### src/rtl/assert_macros.svh
// Assertion macros shared by the timer scheduler RTL.
// Define NO_ASSERTIONS to compile every check away.
`ifndef ASSERT_MACROS_SVH
`define ASSERT_MACROS_SVH

`ifndef NO_ASSERTIONS
// Check on every clock edge outside reset.
`define ASSERT_CLK(lbl, prop) \
  lbl: assert property (@(posedge clk) disable iff (rst) (prop)) \
    else $error("timer scheduler check failed");
// Check on every clock edge, reset included.
`define ASSERT_ALWAYS(lbl, prop) \
  lbl: assert property (@(posedge clk) (prop)) \
    else $error("timer scheduler check failed");
`else
`define ASSERT_CLK(lbl, prop)
`define ASSERT_ALWAYS(lbl, prop)
`endif

`endif

### src/rtl/tes_pkg.sv
// Shared types and codes for the timer event scheduler.
// No dependencies; imported by tes_cell, timer_event_scheduler and the testbench.
package tes_pkg;

  localparam logic OP_TICK = 1'b0;
  localparam logic OP_ADD  = 1'b1;

  typedef enum logic [1:0] {
    KIND_ADDED = 2'd0,
    KIND_FULL  = 2'd1,
    KIND_IDLE  = 2'd2,
    KIND_FIRED = 2'd3
  } result_kind_t;

  // Command broadcast to every cell of the queue.
  typedef struct packed {
    logic insert;
    logic pop;
  } cell_cmd_t;

endpackage

### src/rtl/tes_cell.sv
// One slot of the sorted deadline queue: holds an event and trades it with
// its neighbors on insert or pop. Depends on tes_pkg.
module tes_cell import tes_pkg::*; #(
  parameter int TIME_BITS   = 48,
  parameter int QUEUE_DEPTH = 64,
  parameter int INDEX       = 0
) (
  input  logic                               clk,
  input  cell_cmd_t                          cmd,
  input  logic [$clog2(QUEUE_DEPTH+1)-1:0]   count,
  input  logic [TIME_BITS-1:0]               key_deadline,
  input  logic [31:0]                        key_period,
  input  logic [15:0]                        key_label,
  input  logic                               key_repeats,
  input  logic                               prev_gt,
  input  logic [TIME_BITS-1:0]               prev_deadline,
  input  logic [31:0]                        prev_period,
  input  logic [15:0]                        prev_label,
  input  logic                               prev_repeats,
  input  logic [TIME_BITS-1:0]               next_deadline,
  input  logic [31:0]                        next_period,
  input  logic [15:0]                        next_label,
  input  logic                               next_repeats,
  output logic                               gt,
  output logic [TIME_BITS-1:0]               deadline,
  output logic [31:0]                        period,
  output logic [15:0]                        label,
  output logic                               repeats
);

  localparam int CW = $clog2(QUEUE_DEPTH + 1);
  localparam logic [CW-1:0] INDEX_W = CW'(INDEX);

  logic occupied;

  // Empty slots count as later than any key, so ties go behind.
  assign occupied = count > INDEX_W;
  assign gt       = !occupied || (deadline > key_deadline);

  always_ff @(posedge clk) begin
    if (cmd.pop) begin
      deadline <= next_deadline;
      period   <= next_period;
      label    <= next_label;
      repeats  <= next_repeats;
    end else if (cmd.insert && gt) begin
      if (prev_gt) begin
        deadline <= prev_deadline;
        period   <= prev_period;
        label    <= prev_label;
        repeats  <= prev_repeats;
      end else begin
        deadline <= key_deadline;
        period   <= key_period;
        label    <= key_label;
        repeats  <= key_repeats;
      end
    end
  end

endmodule

### config.mk
export PLATFORM = sky130hd
export DESIGN_NAME = tes_cell
export DESIGN_NICKNAME = d
export VERILOG_FILES = /design/src/rtl/assert_macros.svh /design/src/rtl/tes_pkg.sv /design/src/rtl/tes_cell.sv
export SDC_FILE = /design/constraint.sdc
export NUM_CORES = 1
export LEC_CHECK = 0
export BUFFER_PORTS_ARGS = -buffer_cell sky130_fd_sc_hd__buf_2
export CAP_MARGIN = 0
export CELL_PAD_IN_SITES_DETAIL_PLACEMENT = 1
export CELL_PAD_IN_SITES_GLOBAL_PLACEMENT = 2
export CORE_UTILIZATION = 24
export CTS_CLUSTER_DIAMETER = 30
export DETAILED_ROUTE_END_ITERATION = 10
export GPL_ROUTABILITY_DRIVEN = 1
export PLACE_DENSITY_LB_ADDON = 0.1
export SLEW_MARGIN = 20
export SYNTH_ARGS = -nofsm -noshare
export SYNTH_HDL_FRONTEND = slang
export SYNTH_SLANG_ARGS = --single-unit
### constraint.sdc
create_clock -name clk -period 10.9 [get_ports clk]
set_input_delay 1.09 -clock clk [delete_from_list [all_inputs] [get_ports clk]]
set_output_delay 1.09 -clock clk [all_outputs]
set_load 0.02 [all_outputs]
==> load_flow_metrics.sql <==
INSERT INTO impl_metrics (metric_group, metric, value, unit) VALUES
('status', 'outcome', 'complete, no violations', ''),
('critical_path', 'cp-start-kind', 'input port', ''),
('worst_hold_path', 'end_point_of_the_worst_hold_path', 'period[6]', ''),
('synth', 'syn-num-nets', '954', ''),
('synth', 'post_synth_num_cell_types', '33', ''),
('synth', 'yosysTopAreaCell', 'edfxtp_1', ''),
('die', 'rows', '58', ''),
('synth', 'synth.cell_area', '0.00620', 'mm^2'),
('critical_path', 'crit_fanout', '3', ''),
('clocking', 'post_cts_resize_count', '0', ''),
('sta', 'fmax', '237', 'MHz'),
('grt', 'grt_max_degree', '117', ''),
('grt', 'grt_usage', '17.9', '%'),
('die', 'top_level_ports', '400', ''),
('sta', 'rsz_0062_raised_after_global_routing', 'false', ''),
('die', 'chipWidth', '163', 'um'),
('critical_path', 'worstReg2RegEnd', 'deadline[32]', ''),
('finish', 'fill_cells', '3052', ''),
('synth', 'synth_flop_cell', 'edfxtp_1', ''),
('finish', 'final_cell_mix', 'buf_2, nand2_1, o21ai_0', ''),
('die', 'die-height', '163', 'um'),
('finish', 'postLayoutCoreUtil', '34.9', '%'),
('grt', 'grt_overflow', '0', ''),
('run', 'max-cap-violations', '0', ''),
('finish', 'area_growth', '42.2', '%'),
('finish', 'final_common_cell', 'buf_2', ''),
('routing', 'first_iter_violations', '149', ''),
('routing', 'drtPass1Iterations', '4', ''),
('clocking', 'cts-htree-levels', '3', ''),
('sta', 'period_needed', '4220', 'ps'),
('synth', 'ys_warn_count', '0', ''),
('critical_path', 'critical_path_capture_point_type', 'primary output', ''),
('critical_path', 'crit_arrival', '3130', 'ps'),
('finish', 'final_cell_count_no_fill', '1323', ''),
('synth', 'avgSynthCellArea', '10.3', 'um^2'),
('routing', 'wl_per_cell', '17.9', 'um'),
('clocking', 'clk_latency', '350', 'ps'),
('worst_hold_path', 'worstHoldPathType', 'in -> reg', ''),
('grt', 'grt_pass1_wl', '35000', 'um'),
('pwr', 'power_density', '130', 'mW/mm^2'),
('pwr', 'pwr-share-seq', '42.6', '%'),
('clocking', 'clock_sinks', '97', ''),
('pwr', 'combinational_power_share', '28.2', '%'),
('worst_hold_path', 'beginning_of_the_worst_hold_path', 'next_period[6]', ''),
('sta', 'timing.final.hold_violations', '0', ''),
('synth', 'synth-edff-count', '97', ''),
('clocking', 'cts-buffers-inserted', '9', ''),
('place', 'place.port_buffers', '399', ''),
('sta', 'finalClockSkew', '13.8', 'ps'),
('place', 'dp_cells', '1304', ''),
('pwr', 'p_total', '1.15', 'mW'),
('critical_path', 'worst-r2r-setup-slack', '7840', 'ps'),
('routing', 'drtAntennaViolNets', '0', ''),
('pwr', 'internal_power', '0.775', 'mW'),
('die', 'fp.dieArea', '0.0265', 'mm^2'),
('pwr', 'switchingPower', '0.370', 'mW'),
('finish', 'postLayoutCellArea', '0.00882', 'mm^2'),
('sta', 'maxSlewViolCount', '0', ''),
('clocking', 'clock_path_buffers', '2', ''),
('worst_hold_path', 'holdPathStages', '3', ''),
('critical_path', 'timing_worst_setup_path_type', 'in -> out', ''),
('pwr', 'netSwitchingFraction', '32.3', '%'),
('die', 'floorplan.initialDensity', '24.5', '%'),
('finish', 'layout-drive-gt1-share', '43.1', '%'),
('critical_path', 'worst_r2r_path_depth', '8', ''),
('clocking', 'cts_setup_buffers', '0', ''),
('clocking', 'tritoncts', 'done', ''),
('routing', 'drcViolationCount', '0', ''),
('pwr', 'total_leakage_power', '4.44', 'nW'),
('synth', 'synth_top_area_share', '47.0', '%'),
('critical_path', 'timing.rr.start', 'deadline[35]', '');
[worst max-delay path: stages]
cell and delay [ps]:
buf_2 120, inv_1 50, ha_1 310, nand4_2 150
nor4_4 370, nand4_1 200, nor3_1 510, o21bai_1 130
buf_2 190
[kinds of logic after synthesis]
kind of cell    count (synthesis)  share of synthesized area (%)
simple gates                  143                           10.5
compound gates                137                           11.8
mux                            97                           15.7
flops                          97                           47.0
buf+inv                        82                           5.35
fa+ha+maj                      48                           9.69
[area by class of cell]
cell class / instances / area [um^2] / area share, %
clock buffers: 10 / 229 / 2.60
diodes: 3 / 7.51 / 0.0851
flip-flops and latches: 97 / 2910 / 33.0
repair buffers: 403 / 2040 / 23.1
well taps: 330 / 413 / 4.68
inverters: 49 / 184 / 2.09
multi-input cells: 425 / 2970 / 33.7
clock inverters: 6 / 65.1 / 0.738
[per-stage QoR]
stage | hold slack (ps) | setup WS, ps
after CTS | 992 | 6650
final | 1010 | 6680
after floorplan | 1280 | 817
after global routing | 1000 | 6450
after detailed placement | 1380 | 6660
after global placement | 1370 | 6730
[how the worst max path moves through the flow]
stage                          start     endpoint  cells after the start
finish              key_deadline[46]           gt                      9
global route        key_deadline[46]           gt                      9
CTS                 key_deadline[46]           gt                      9
detailed placement  key_deadline[46]           gt                      9
global placement    key_deadline[46]           gt                      9
floorplan           key_deadline[47]  deadline[0]                      8
[synthesized netlist by cell type, types with 2 or more instances]
library cell	n
o21ai_0	102
nand4_2	3
mux2i_1	97
buf_2	8
a21oi_2	2
a211oi_1	2
nor4_1	2
a21o_1	3
nor3_1	3
nand4_1	6
inv_1	49
ha_1	48
a221oi_1	2
edfxtp_1	97
clkbuf_1	23
nand2_1	113
nor4_4	2
nor2_1	6
a21oi_1	18
o211ai_1	2
nand3_1	4
[power groups by stage]
stage | Combinational (mW) | Clock, mW | Sequential (mW)
after floorplan | 0.123 | 0 | 0.563
after global placement | 0.330 | 0 | 0.495
after detailed placement | 0.331 | 0 | 0.497
after CTS | 0.332 | 0.351 | 0.489
after global routing | 0.360 | 0.359 | 0.494
final | 0.323 | 0.335 | 0.488
[flip-flops by register name, summed over array words and instances (netlist names)]
signal and count:
deadline 48, label 16, period 32, repeats 1
[routing by layer]
metal,track usage (%),share of wire [%],vias to the layer above,wire length [um]
met2,32.6,52,213,12200
met5,0,0.17,-,40
met3,6.39,8.9,21,2100
met4,5.14,1.5,6,351
met1,19.1,38,2649,8980
li1,-,-,2944,-
Note: power is estimated with default switching activity, not from simulation.
